**src/hale_pkg.sv**
```systemverilog
package hale_pkg;

    // Number of characters on one address line.
    localparam int DIGIT_COUNT = 3;

    localparam int FILL_W     = $clog2(DIGIT_COUNT + 1);
    localparam int SLOT_IDX_W = (DIGIT_COUNT > 1) ? $clog2(DIGIT_COUNT) : 1;
    localparam int VALUE_W    = 4 * DIGIT_COUNT;
    localparam int ADDR_W     = 12;
    localparam int CMP_W      = (VALUE_W > ADDR_W) ? VALUE_W : ADDR_W;
    localparam int CHAR_W     = 8;

    // Most items one character can produce.
    localparam int MAX_RESULTS = 3;
    localparam int RES_CNT_W   = 2;

    localparam logic [ADDR_W-1:0] LIMIT_RESET = 12'd1023;

    localparam logic [CHAR_W-1:0] CH_DELETE     = 8'h7F;
    localparam logic [CHAR_W-1:0] CH_ENTER      = 8'h0D;
    localparam logic [CHAR_W-1:0] CH_NEWLINE    = 8'h0A;
    localparam logic [CHAR_W-1:0] CH_BACKSPACE  = 8'h08;
    localparam logic [CHAR_W-1:0] CH_SPACE      = 8'h20;
    localparam logic [CHAR_W-1:0] CH_PRINT_LO   = 8'h30;  // '0'
    localparam logic [CHAR_W-1:0] CH_PRINT_HI   = 8'h7A;  // 'z'
    localparam logic [CHAR_W-1:0] CH_DIGIT_LO   = 8'h30;  // '0'
    localparam logic [CHAR_W-1:0] CH_DIGIT_HI   = 8'h39;  // '9'
    localparam logic [CHAR_W-1:0] CH_HEX_LO     = 8'h41;  // 'A'
    localparam logic [CHAR_W-1:0] CH_HEX_HI     = 8'h46;  // 'F'

    typedef enum logic [1:0] {
        KIND_ECHO      = 2'd0,
        KIND_ADDR_OK   = 2'd1,
        KIND_FMT_ERR   = 2'd2,
        KIND_RANGE_ERR = 2'd3
    } t_kind;

    typedef struct packed {
        t_kind              kind;
        logic [CHAR_W-1:0]  echo;
        logic [ADDR_W-1:0]  addr;
        logic               last;
    } t_result;

    // Results of one character, slot 0 goes out first.
    typedef struct packed {
        logic [RES_CNT_W-1:0]               count;
        t_result [MAX_RESULTS-1:0]          res;
    } t_line_out;

    localparam logic REG_ADDRESS_LIMIT = 1'b0;

endpackage

```
**src/hale_line.sv**
```systemverilog
module hale_line
    import hale_pkg::*;
(
    input  logic              i_clk,
    input  logic              i_rst_n,
    input  logic              i_fire,
    input  logic [CHAR_W-1:0] i_char,
    input  logic [ADDR_W-1:0] i_limit,
    output t_line_out         o_line
);

    logic [CHAR_W-1:0] r_slots [DIGIT_COUNT];
    logic [FILL_W-1:0] r_fill;
    logic [FILL_W-1:0] n_fill;

    logic [DIGIT_COUNT-1:0] slot_ok;
    logic [3:0]             nib [DIGIT_COUNT];
    logic [VALUE_W-1:0]     value;
    logic                   line_ok;
    logic                   is_enter;
    logic                   is_del;
    logic                   is_print;
    logic                   do_store;
    t_kind                  verdict;

    // Per-slot hex decode, uppercase only.
    always_comb begin
        for (int i = 0; i < DIGIT_COUNT; i++) begin
            if (r_slots[i] >= CH_DIGIT_LO && r_slots[i] <= CH_DIGIT_HI) begin
                slot_ok[i] = 1'b1;
                nib[i]     = 4'(r_slots[i] - CH_DIGIT_LO);
            end else if (r_slots[i] >= CH_HEX_LO && r_slots[i] <= CH_HEX_HI) begin
                slot_ok[i] = 1'b1;
                nib[i]     = 4'(r_slots[i] - CH_HEX_LO + 8'd10);
            end else begin
                slot_ok[i] = 1'b0;
                nib[i]     = 4'd0;
            end
            value[4*(DIGIT_COUNT-1-i) +: 4] = nib[i];
        end
    end

    assign line_ok  = (r_fill == FILL_W'(DIGIT_COUNT)) && (&slot_ok);
    assign is_enter = (i_char == CH_ENTER);
    assign is_del   = (i_char == CH_DELETE);
    assign is_print = (i_char >= CH_PRINT_LO) && (i_char <= CH_PRINT_HI);
    assign do_store = is_print && (r_fill < FILL_W'(DIGIT_COUNT));

    always_comb begin
        if (!line_ok) begin
            verdict = KIND_FMT_ERR;
        end else if (CMP_W'(value) > CMP_W'(i_limit)) begin
            verdict = KIND_RANGE_ERR;
        end else begin
            verdict = KIND_ADDR_OK;
        end
    end

    always_comb begin
        o_line = '0;
        n_fill = r_fill;
        for (int k = 0; k < MAX_RESULTS; k++) begin
            o_line.res[k].kind = KIND_ECHO;
        end
        if (is_enter) begin
            o_line.count       = RES_CNT_W'(3);
            o_line.res[0].echo = CH_NEWLINE;
            o_line.res[1].echo = CH_ENTER;
            o_line.res[2].kind = verdict;
            o_line.res[2].addr = (verdict == KIND_FMT_ERR) ? '0 : ADDR_W'(value);
            o_line.res[2].last = 1'b1;
            n_fill             = '0;
        end else if (is_del) begin
            if (r_fill != '0) begin
                o_line.count       = RES_CNT_W'(3);
                o_line.res[0].echo = CH_BACKSPACE;
                o_line.res[1].echo = CH_SPACE;
                o_line.res[2].echo = CH_BACKSPACE;
                o_line.res[2].last = 1'b1;
                n_fill             = r_fill - FILL_W'(1);
            end
        end else if (do_store) begin
            o_line.count       = RES_CNT_W'(1);
            o_line.res[0].echo = i_char;
            o_line.res[0].last = 1'b1;
            n_fill             = r_fill + FILL_W'(1);
        end
    end

    always_ff @(posedge i_clk) begin
        if (!i_rst_n) begin
            r_fill <= '0;
        end else if (i_fire) begin
            r_fill <= n_fill;
        end
    end

    // Slots past the fill count are never looked at, so no clearing is needed.
    always_ff @(posedge i_clk) begin
        if (i_fire && !is_enter && !is_del && do_store) begin
            r_slots[r_fill[SLOT_IDX_W-1:0]] <= i_char;
        end
    end

    a_fill_range: assert property (@(posedge i_clk) disable iff (!i_rst_n)
        r_fill <= FILL_W'(DIGIT_COUNT))
        else $error("fill count beyond line length");

    a_enter_clears: assert property (@(posedge i_clk) disable iff (!i_rst_n)
        (i_fire && is_enter) |=> (r_fill == '0))
        else $error("line not cleared after carriage return");

endmodule

```
**src/hex_address_line_entry_top.sv**
```systemverilog
// Hex address line entry. Feed received characters in on the input channel; each
// one is registered, then edited into a three-character line buffer, and the
// items it causes (echo bytes, then for a carriage return the verdict: address
// accepted, format error or range error) queue up for the output channel, with
// o_last_of_run marking the final item of each character. A character that
// causes nothing (bytes below '0' other than carriage return, bytes above 'z'
// other than delete, printable bytes on a full line, delete on an empty line)
// is absorbed. Characters giving zero or one item are taken at one per cycle
// while the output is not stalled; delete and carriage return give three items
// each, and the result port gives out at most one item per cycle. Results pass
// the input register, then the result queue. The limit register (byte address
// 0, reset 1023) may only be written while no character is in flight.
module hex_address_line_entry_top
    import hale_pkg::*;
(
    input  logic              i_clk,
    input  logic              i_rst_n,
    // input channel
    input  logic              i_valid,
    output logic              o_stall,
    input  logic [CHAR_W-1:0] i_rx_char,
    // output channel
    output logic              o_valid,
    input  logic              i_stall,
    output logic [1:0]        o_result_kind,
    output logic [CHAR_W-1:0] o_echo_byte,
    output logic [ADDR_W-1:0] o_entered_address,
    output logic              o_last_of_run,
    // register port
    input  logic              psel,
    input  logic              penable,
    input  logic              pwrite,
    input  logic [2:0]        paddr,
    input  logic [31:0]       pwdata,
    output logic [31:0]       prdata,
    output logic              pready
);

    localparam int QUEUE_DEPTH = 4;
    localparam int PTR_W       = $clog2(QUEUE_DEPTH);
    localparam int CNT_W       = $clog2(QUEUE_DEPTH + 1);

    // Input register
    logic              r_in_valid;
    logic [CHAR_W-1:0] r_in_char;

    // Result queue
    t_result           r_q [QUEUE_DEPTH];
    logic [PTR_W-1:0]  r_wr_ptr;
    logic [PTR_W-1:0]  r_rd_ptr;
    logic [CNT_W-1:0]  r_count;

    logic [ADDR_W-1:0] r_limit;

    t_line_out            line;
    logic                 move;
    logic                 accept;
    logic                 pop;
    logic [RES_CNT_W-1:0] push_cnt;
    logic                 reg_wr;
    t_result              head;

    // Room for a full run of results is checked against the registered count,
    // so stall never waits on the downstream side combinationally.
    assign move     = r_in_valid && (r_count <= CNT_W'(QUEUE_DEPTH - MAX_RESULTS));
    assign o_stall  = r_in_valid && !move;
    assign accept   = i_valid && !o_stall;
    assign push_cnt = move ? line.count : '0;
    assign pop      = o_valid && !i_stall;

    always_ff @(posedge i_clk) begin
        if (!i_rst_n) begin
            r_in_valid <= 1'b0;
        end else if (accept) begin
            r_in_valid <= 1'b1;
        end else if (move) begin
            r_in_valid <= 1'b0;
        end
    end

    always_ff @(posedge i_clk) begin
        if (accept) begin
            r_in_char <= i_rx_char;
        end
    end

    hale_line u_line (
        .i_clk   (i_clk),
        .i_rst_n (i_rst_n),
        .i_fire  (move),
        .i_char  (r_in_char),
        .i_limit (r_limit),
        .o_line  (line)
    );

    always_ff @(posedge i_clk) begin
        for (int k = 0; k < MAX_RESULTS; k++) begin
            if (RES_CNT_W'(k) < push_cnt) begin
                r_q[r_wr_ptr + PTR_W'(k)] <= line.res[k];
            end
        end
    end

    always_ff @(posedge i_clk) begin
        if (!i_rst_n) begin
            r_wr_ptr <= '0;
            r_rd_ptr <= '0;
            r_count  <= '0;
        end else begin
            r_wr_ptr <= r_wr_ptr + PTR_W'(push_cnt);
            r_rd_ptr <= r_rd_ptr + PTR_W'(pop);
            r_count  <= r_count + CNT_W'(push_cnt) - CNT_W'(pop);
        end
    end

    assign head              = r_q[r_rd_ptr];
    assign o_valid           = (r_count != '0);
    assign o_result_kind     = head.kind;
    assign o_echo_byte       = head.echo;
    assign o_entered_address = head.addr;
    assign o_last_of_run     = head.last;

    // Register port: single register, no wait states.
    assign pready = 1'b1;
    assign reg_wr = psel && penable && pwrite && (paddr[2] == REG_ADDRESS_LIMIT);

    always_ff @(posedge i_clk) begin
        if (!i_rst_n) begin
            r_limit <= LIMIT_RESET;
        end else if (reg_wr) begin
            r_limit <= pwdata[ADDR_W-1:0];
        end
    end

    assign prdata = (paddr[2] == REG_ADDRESS_LIMIT) ? 32'(r_limit) : '0;

    a_queue_bound: assert property (@(posedge i_clk) disable iff (!i_rst_n)
        r_count <= CNT_W'(QUEUE_DEPTH))
        else $error("result queue overfilled");

    a_count_track: assert property (@(posedge i_clk) disable iff (!i_rst_n)
        1'b1 |=> r_count == $past(r_count) + CNT_W'($past(push_cnt)) - CNT_W'($past(pop)))
        else $error("queue count out of step with pushes and pops");

    a_verdict_last: assert property (@(posedge i_clk) disable iff (!i_rst_n)
        (o_valid && (head.kind != KIND_ECHO)) |-> o_last_of_run)
        else $error("verdict item not marked last");

    a_move_drains: assert property (@(posedge i_clk) disable iff (!i_rst_n)
        (move && !accept) |=> !r_in_valid)
        else $error("input register not released after move");

endmodule
```
**config.mk**
```make
export PLATFORM = sky130hd
export DESIGN_NAME = hex_address_line_entry_top
export DESIGN_NICKNAME = d
export VERILOG_FILES = /design/src/hale_pkg.sv /design/src/hale_line.sv /design/src/hex_address_line_entry_top.sv
export SDC_FILE = /design/constraint.sdc
export NUM_CORES = 1
export LEC_CHECK = 0
export ABC_AREA = 1
export ABC_CLOCK_PERIOD_IN_PS = 3700
export BUFFER_PORTS_ARGS = -buffer_cell sky130_fd_sc_hd__buf_2
export CAP_MARGIN = 20
export CORE_UTILIZATION = 25
export CTS_BUF_LIST = sky130_fd_sc_hd__clkbuf_8
export CTS_CLUSTER_SIZE = 28
export DETAILED_ROUTE_END_ITERATION = 8
export SYNTH_ARGS = -nofsm -noshare
export SYNTH_HDL_FRONTEND = slang
export SYNTH_SLANG_ARGS = --single-unit
export TNS_END_PERCENT = 30
```
**constraint.sdc**
```tcl
create_clock -name i_clk -period 3.7 [get_ports i_clk]
set_input_delay 0.185 -clock i_clk [delete_from_list [all_inputs] [get_ports i_clk]]
set_output_delay 0.185 -clock i_clk [all_outputs]
set_load 0.1 [all_outputs]
```
==> summary.md, run 1 <==
| Metric | Value |
|---|---|
| Cell type contributing the most total cell area after synthesis | `sky130_fd_sc_hd__edfxtp_1` |
| Minimum period implied by the final worst setup slack | `3240 ps` |
| Remaining number of nets flagged by the antenna check after routing | `0` |
| Seq/Total Area, Yosys | `51.5%` |
| Total overflow reported by the global router | `0` |
| Clock Skew | `12.3 ps` |
| Later-pin clock latency in the skew report | `460 ps` |
| First-pass GRT wire length | `28500 microns` |
| Overall die area | `30900 sq um` |
| Kind of launch point of the worst setup path | `register` |
| Area of the placeable core | `29600 sq um` |
| Top-level port count | `108` |
| Area growth, synth to finish | `16.0%` |
| Most congested layer reported by global routing | `met2` |
| Hold path endpoint | `r_limit[10]` |
| Via count of the first global-routing pass | `5570` |
| Antenna diode count | `0` |
| Relative contribution of combinational cells to total power | `40.3%` |
| Leakage component of the power | `0.00378 uW` |
| Final worst-path cycle share | `87.6%` |
| Post-synth cell types | `45` |
| Share of synthesized flip-flops with an asynchronous set or reset | `0%` |
| Maximum ir drop on the vdd rail | `259 uV` |
| Critical path launch point | `u_line.r_slots[1][0]` |
| Net switching power figure | `2430 uW` |
| Die W | `176 microns` |
| Warning count from the yosys run | `0` |
| Worst hold path cell count | `3` |
| Number of H-tree levels | `4` |
| Cells on worst reg2reg path | `17` |
| Overall routing resource usage | `12.0%` |
| Class of the tightest hold or removal check | `input pin to register` |
| Start-to-end type of the worst setup path | `register to register` |
| Required time worst endpoint | `3910 ps` |
| Resized Gates After CTS | `0` |
| Fmax | `308 MHz` |
| Average wire per standard cell | `13.6 microns` |
| Met1 Use GR | `14.7%` |
| Clock Sink Count | `146` |
| Worst Tran Pin Value | `980 ps` |
| Slack of the worst reg-to-reg path | `460 ps` |
| Max Slew Vio Count | `0` |
| CTS Buffer Depth | `2` |
| CTS root buffer | `sky130_fd_sc_hd__clkbuf_8` |
| TritonCTS clock tree | `yes` |
| Area share of the largest cell type after synthesis | `38.2%` |
| Crit-path most repeated cell | `sky130_fd_sc_hd__nand2_1` |
| Seq pwr share | `36.3%` |
| Element type at the critical path end | `register` |
| Switching power share of the total | `46.4%` |
| Initial standard-cell utilization of the core | `25.5%` |
| Run status | `completed` |
| GRT met2 Usage | `20.1%` |
| Length of the first detailed-routing pass in iterations | `5` |
| Net total in the final layout | `1003` |
| Setup repair after global routing missed its margin | `false` |
| Worst-case hold slack | `38.2 ps` |
| Reg2reg end | `r_q[1][22]` |
| Met3 capacity usage during global routing | `2.49%` |
| Initial DRC Count | `365` |
| Via count | `5807` |
| Combined flip-flop and latch cell area | `3880 sq um` |
| Slowest cell on the critical path | `sky130_fd_sc_hd__edfxtp_1` |
| Count of unresolved DRC violations after routing | `0` |
| Max-Slew Margin vs Limit | `34.1%` |
| Clock-pin slew on the worst setup and hold paths | `80 ps` |
| PwrDens | `598 nW/um^2` |
| Standard-cell row count | `63` |
| Slowest cell delay on critical path | `440 ps` |
| Pin count of the biggest net entering global routing | `50` |
| DP Wirelength | `12500 microns` |
| Peak fanout along the critical path | `5` |
| Port bufs | `64` |
| Final Wtd Congestion | `0.859` |
| R2R Path Start | `u_line.r_slots[1][0]` |
| Number of antenna violations at the first check in global routing | `0` |
| Critical-path cell list | `inv_1 -> ha_1 -> o21ai_1 -> a21oi_2 -> inv_2 -> nand2_1 -> o21ai_0 -> nand2_1 -> inv_1 -> ha_1 -> nand2_1 -> nor3_1 -> nand3_1 -> o21ai_0 -> nand2_1 -> nand2_1 -> inv_1` |
| Setup violations, final | `0` |
| Register bit count reported by yosys | `146` |
| Ratio of cells with drive above 1 in the final layout | `16.9%` |
| Post-detailed-routing wire length | `18000 microns` |
| Cell internal power dissipation | `2810 uW` |
| Number of vias per cell | `4.38` |
| Number of filler cells placed in the layout | `3182` |
| Setup total negative slack | `0 ps` |
| Leading post-synthesis cells by cell area | `sky130_fd_sc_hd__edfxtp_1 38%, sky130_fd_sc_hd__dfxtp_1 13%, sky130_fd_sc_hd__nor2_1 6.8%, sky130_fd_sc_hd__nand2_1 6.0%, sky130_fd_sc_hd__o21ai_0 4.8%` |
| Average footprint of a synthesized cell | `8.96 sq um` |
| Multi-input combinational cell area | `3020 sq um` |
| Syn Inst Count | `842` |
| Number of max-capacitance violations reported | `0` |
| Top_reg_cell synth | `sky130_fd_sc_hd__edfxtp_1` |
| Hold Fails Final Rpt | `0` |
| Number of synthesized flops with an enable pin | `96` |
| Cell area after synthesis | `7550 sq um` |
| Hold_sp | `pwdata[10]` |
| WP data arrival | `3460 ps` |
| Number of buffers added by the clock tree synthesis step | `17` |
| Power share of the clock group | `23.4%` |
| Chip Height | `176 microns` |
[layer usage]
metal | part of all wire (%) | vias to the layer above
met5 | 0 | -
met4 | 2.2 | 0
met3 | 4.5 | 25
met2 | 48 | 152
met1 | 45 | 2710
li1 | - | 2920
[sequential cells by signal, indices dropped and copies added (netlist names)]
| register | count |
|---|---|
| r_count | 3 |
| r_in_char | 8 |
| r_in_valid | 1 |
| r_limit | 12 |
| r_q | 92 |
| r_rd_ptr | 2 |
| r_wr_ptr | 2 |
| u_line.r_fill | 2 |
| u_line.r_slots | 24 |
[synthesized netlist by cell type, types with 2 or more instances]
cell and n:
sky130_fd_sc_hd__inv_2 10, sky130_fd_sc_hd__a21oi_2 3, sky130_fd_sc_hd__clkbuf_1 19, sky130_fd_sc_hd__edfxtp_1 96, sky130_fd_sc_hd__buf_4 22, sky130_fd_sc_hd__buf_6 6, sky130_fd_sc_hd__nand2_2 8, sky130_fd_sc_hd__ha_1 29
sky130_fd_sc_hd__o22ai_1 22, sky130_fd_sc_hd__inv_1 95, sky130_fd_sc_hd__nor2_4 4, sky130_fd_sc_hd__a21oi_1 24, sky130_fd_sc_hd__nor3_1 10, sky130_fd_sc_hd__nand2_1 120, sky130_fd_sc_hd__nand2_4 7, sky130_fd_sc_hd__nor2_2 14
sky130_fd_sc_hd__nand3b_1 6, sky130_fd_sc_hd__o21ai_1 5, sky130_fd_sc_hd__o31ai_1 2, sky130_fd_sc_hd__dfxtp_1 50, sky130_fd_sc_hd__nor2_1 136, sky130_fd_sc_hd__o21ai_0 73, sky130_fd_sc_hd__nand3_1 39, sky130_fd_sc_hd__xnor2_1 2
sky130_fd_sc_hd__nor2_8 4, sky130_fd_sc_hd__o211ai_1 11, sky130_fd_sc_hd__conb_1 2, sky130_fd_sc_hd__buf_2 2, sky130_fd_sc_hd__nand3_2 3, sky130_fd_sc_hd__o21bai_1 3
[critical path: cells and delay by family, from the launching register on]
kind / cells / cell delay [ps]
buf+inv: 4 / 350
flops: 1 / 440
simple gates: 7 / 930
fa+ha+maj: 2 / 490
compound gates: 4 / 800
[metrics by stage]
stage               cell area, sq um  worst slack [ps]  instances  util, %  total power (uW)
CTS                             8750               456       1325     29.5              5290
global route                    8750              45.4       1326     29.5              5490
floorplan                       7620               535        861        -              3690
detailed placement              8170               471       1274     27.6              4050
finish                          8750               458       1326     29.5              5230
global placement                8170               539       1274     27.6              4040
[power groups by stage]
stage | sequential [uW] | clock, uW | combinational [uW]
finish | 1900 | 1220 | 2110
global route | 1910 | 1330 | 2250
CTS | 1900 | 1260 | 2140
detailed placement | 1940 | 0 | 2120
global placement | 1930 | 0 | 2110
floorplan | 1920 | 0 | 1780
[logic make-up (layout without fill, tap and decap cells)]
| group | after synthesis | after routing | synth area share (%) |
|---|---|---|---|
| AOI/OAI and AO/OA | 148 | 148 | 11.1 |
| xor gates and xnor gates | 3 | 3 | 0.348 |
| adders and majority gates | 30 | 30 | 5.07 |
| buffers and inverters | 155 | 230 | 9.45 |
| DFF | 146 | 146 | 51.5 |
| other | 2 | 21 | 0.0995 |
| and+or+nand+nor | 358 | 358 | 22.5 |
[cell usage in the layout, fill, tap and decap left out, drive strengths merged, types with 2 or more instances in the layout]
master | Yosys | layout
a21boi | 2 | 2
a21oi | 27 | 27
buf | 30 | 72
bufinv | 0 | 2
clkbuf | 19 | 20
clkinv | 1 | 5
clkinvlp | 0 | 2
conb | 2 | 21
dfxtp | 50 | 50
dlygate4sd3 | 0 | 19
edfxtp | 96 | 96
ha | 29 | 29
inv | 105 | 110
nand2 | 136 | 136
nand3 | 43 | 43
nand3b | 6 | 6
nand4 | 2 | 2
nor2 | 158 | 158
nor3 | 10 | 10
o211ai | 11 | 11
o21ai | 79 | 79
o21bai | 3 | 3
o22ai | 22 | 22
o31ai | 2 | 2
xnor2 | 2 | 2
[worst max path at each step]
| stage | endpoint |
|---|---|
| 6_report | r_q[1][22] |
| 5_1_grt | r_q[3][22] |
| 2_1_floorplan | o_echo_byte[4] |
| 3_3_place_gp | r_q[3][22] |
| 4_1_cts | r_q[3][22] |
| 3_5_place_dp | r_q[3][22] |
[timing repair]
| item | CTS | global route |
|---|---|---|
| hold endpoints to repair | 19 | 0 |
| setup buffers | 0 | 0 |
| hold buffers | 19 | 0 |
[area by class of cell]
type | instances | share of cell area [%]
Sequential cell | 146 | 44.4
Inverter | 106 | 4.56
Clock inverter | 13 | 1.37
Multi-Input combinational cell | 560 | 34.5
Clock buffer | 19 | 2.99
Timing Repair Buffer | 92 | 6.60
Tap cell | 390 | 5.57
Note: power is estimated with default switching activity, not from simulation.
==> run 2, diff against run 1 <==
--- a/config.mk
+++ b/config.mk
@@ -9,6 +9,8 @@
 export ABC_CLOCK_PERIOD_IN_PS = 3700
 export BUFFER_PORTS_ARGS = -buffer_cell sky130_fd_sc_hd__buf_2
 export CAP_MARGIN = 20
+export CORE_ASPECT_RATIO = 0.6
+export CORE_MARGIN = 2
 export CORE_UTILIZATION = 25
 export CTS_BUF_LIST = sky130_fd_sc_hd__clkbuf_8
 export CTS_CLUSTER_SIZE = 28
==> run 2 against run 1 <==
Compared with the run above:
- critical path depth unchanged
- utilization about the same
- routed wire length increased by 11%
- critical path type unchanged
- highest routed layer unchanged
==> summary.md, run 2 (synthesis results as in run 1) <==
| Metric | Value |
|---|---|
| Minimum period implied by the final worst setup slack | `3190 ps (-52.0 ps)` |
| Multi-input combinational cell area | `3020 sq um (unchanged)` |
| Number of vias per cell | `4.38 (about the same)` |
| Number of H-tree levels | `4 (unchanged)` |
| Placed cell count | `1295 (+1.6%)` |
| Number of filler cells placed in the layout | `3185 (+0.094%)` |
| Length of the first detailed-routing pass in iterations | `6 (+1)` |
| DP Wirelength | `14300 microns (+14%)` |
| Port bufs | `64 (unchanged)` |
| Combined flip-flop and latch cell area | `3880 sq um (unchanged)` |
| Peak fanout along the critical path | `5 (unchanged)` |
| Final core occ | `29.5% (about the same)` |
| Setup total negative slack | `0 ps (unchanged)` |
| Final cell count without fillers | `1346 (+1.5%)` |
| Start-to-end type of the worst setup path | `register to register` |
| Clock-pin slew on the worst setup and hold paths | `80 ps (about the same)` |
| Relative contribution of combinational cells to total power | `39.8% (-0.5 points)` |
| Standard-cell row count | `49 (-22%)` |
| TritonCTS clock tree | `yes` |
| Class of the tightest hold or removal check | `input pin to register` |
| Slowest cell on the critical path | `sky130_fd_sc_hd__edfxtp_1` |
| Pre-CTS setup slack | `529 ps (+58.1 ps)` |
| Total Power Consumption | `5370 uW (+2.6%)` |
| Chip Height | `139 microns (-21%)` |
| Power share of the clock group | `24.8% (+1.4 points)` |
| Switching power share of the total | `46.6% (+0.23 points)` |
| Pin count of the biggest net entering global routing | `48 (-4.0%)` |
| Leakage component of the power | `0.00381 uW (+0.82%)` |
| Initial standard-cell utilization of the core | `25.3% (-0.19 points)` |
| Area growth, synth to finish | `16.9%` |
| Overall die area | `31600 sq um (+2.4%)` |
| Largest registers | `r_q (92), u_line.r_slots (24), r_limit (12)` |
| Area of the placeable core | `29900 sq um (+0.74%)` |
| Worst path setup slack after routing | `510 ps (+52.0 ps)` |
| CTS Buffer Depth | `2 (unchanged)` |
| Initial DRC Count | `555 (+52%)` |
| Clock Skew | `17.7 ps (+5.40 ps)` |
| Total overflow reported by the global router | `0 (unchanged)` |
| PwrDens | `609 nW/um^2 (+1.8%)` |
| Slowest cell delay on critical path | `440 ps (about the same)` |
| Average wire per standard cell | `14.9 microns (+9.7%)` |
| Number of max-capacitance violations reported | `0 (unchanged)` |
| Required time worst endpoint | `3920 ps (about the same)` |
| Run status | `completed` |
| First-pass GRT wire length | `31000 microns (+8.7%)` |
| Ratio of cells with drive above 1 in the final layout | `17.5% (+0.60 points)` |
| Remaining number of nets flagged by the antenna check after routing | `0 (unchanged)` |
| Clock Sink Count | `146 (unchanged)` |
| Via count of the first global-routing pass | `5544 (-0.47%)` |
| Element type at the critical path end | `register` |
| Final worst-path cycle share | `86.2% (-1.4 points)` |
| CTS root buffer | `sky130_fd_sc_hd__clkbuf_8` |
| Post-detailed-routing wire length | `20100 microns (+11%)` |
| Fmax | `313 MHz (+1.6%)` |
| Max-Slew Margin vs Limit | `31.1% (-3.0 points)` |
| Maximum ir drop on the vdd rail | `361 uV (+39%)` |
| Flip-flop count of the largest register after layout | `92 (unchanged)` |
| Antenna diode count | `0 (unchanged)` |
| Worst Tran Pin Value | `1030 ps (+44.8 ps)` |
| Total setup buffers inserted after CTS | `0 (unchanged)` |
| Hold Fails Final Rpt | `0 (unchanged)` |
| Leading cell types in the layout, fill and taps excluded | `136 x sky130_fd_sc_hd__nor2_1, 120 x sky130_fd_sc_hd__nand2_1, 97 x sky130_fd_sc_hd__inv_1` |
| WP data arrival | `3410 ps (-50 ps)` |
| Final Wtd Congestion | `0.888 (+3.3%)` |
| Critical-path cell list | `inv_1 -> ha_1 -> inv_1 -> o31ai_1 -> inv_1 -> nand2_1 -> nand2_1 -> nand2_1 -> inv_1 -> ha_1 -> nand4_1 -> nor3_1 -> nand3_1 -> o21ai_0 -> nand2_1 -> nand2_1 -> inv_1` |
| Commonest non-fill, non-tap cell in the layout | `sky130_fd_sc_hd__nor2_1` |
| Number of antenna violations at the first check in global routing | `0 (unchanged)` |
| Setup repair after global routing missed its margin | `false` |
| Net total in the final layout | `1005 (+0.20%)` |
| Cell internal power dissipation | `2870 uW (+2.2%)` |
| Max Slew Vio Count | `0 (unchanged)` |
| Via count | `5891 (+1.4%)` |
| Reg with most FFs | `r_q` |
| Later-pin clock latency in the skew report | `460 ps (about the same)` |
| Top-level port count | `108 (unchanged)` |
| Net switching power figure | `2500 uW (+3.1%)` |
| Count of unresolved DRC violations after routing | `0 (unchanged)` |
| Overall routing resource usage | `12.7% (+0.76 points)` |
| Number of buffers added by the clock tree synthesis step | `17 (unchanged)` |
| Die W | `228 microns (+30%)` |
| Setup violations, final | `0 (unchanged)` |
| Seq pwr share | `35.5% (-0.8 points)` |
| Kind of launch point of the worst setup path | `register` |
[run 2: per-layer routing]
| metal | track usage, % | routed length [microns] | vias up |
|---|---|---|---|
| met2 | 17.9 | 8210 | 160 |
| met1 | 19.6 | 10500 | 2804 |
| met4 | 2.68 | 119 | 0 |
| met3 | 3.00 | 1300 | 9 |
| li1 | - | - | 2918 |
| met5 | 0 | 0 | - |
[run 2: worst max-delay path: cells and delay by family, from the launching register on]
family | cells | cell delay [ps]
DFF | 1 | 440
buffers and inverters | 5 | 400
adders and majority gates | 2 | 510
and+or+nand+nor | 8 | 1100
AOI/OAI and AO/OA | 2 | 490
[run 2: final cells by class]
cell class / count / area share (%)
repair buffers: 94 / 6.72
inverters: 106 / 4.52
well taps: 408 / 5.79
clock inverters: 14 / 1.87
flip-flops and latches: 146 / 44.0
multi-input cells: 560 / 34.3
clock buffers: 18 / 2.81
[run 2: worst paths after layout]
path,startpoint,end,slack [ps],depth (start not counted)
max,u_line.r_slots[0][1],r_q[3][22],510,17
min,pwdata[11],r_limit[11],30,3
max reg2reg,u_line.r_slots[0][1],r_q[3][22],510,17
min reg2reg,r_q[2][20],r_q[2][20],420,2
[run 2: power groups by stage]
stage / Combinational, uW / Clock, uW / Sequential [uW]
global placement: 2130 / 0 / 1940
finish: 2140 / 1330 / 1900
CTS: 2150 / 1360 / 1900
floorplan: 1780 / 0 / 1920
global route: 2260 / 1420 / 1920
detailed placement: 2130 / 0 / 1940
[run 2: repair_timing]
action / 4_1_cts / 5_1_grt
hold buffers: 19 / 0
hold endpoints to repair: 19 / 0
gates resized for setup: 0 / 0
[run 2: per-stage QoR]
step	hold WS, ps	instance area, sq um
floorplan	284	7620
global placement	362	8220
detailed placement	363	8220
CTS	13.4	8820
global route	52.9	8820
finish	34.4	8820
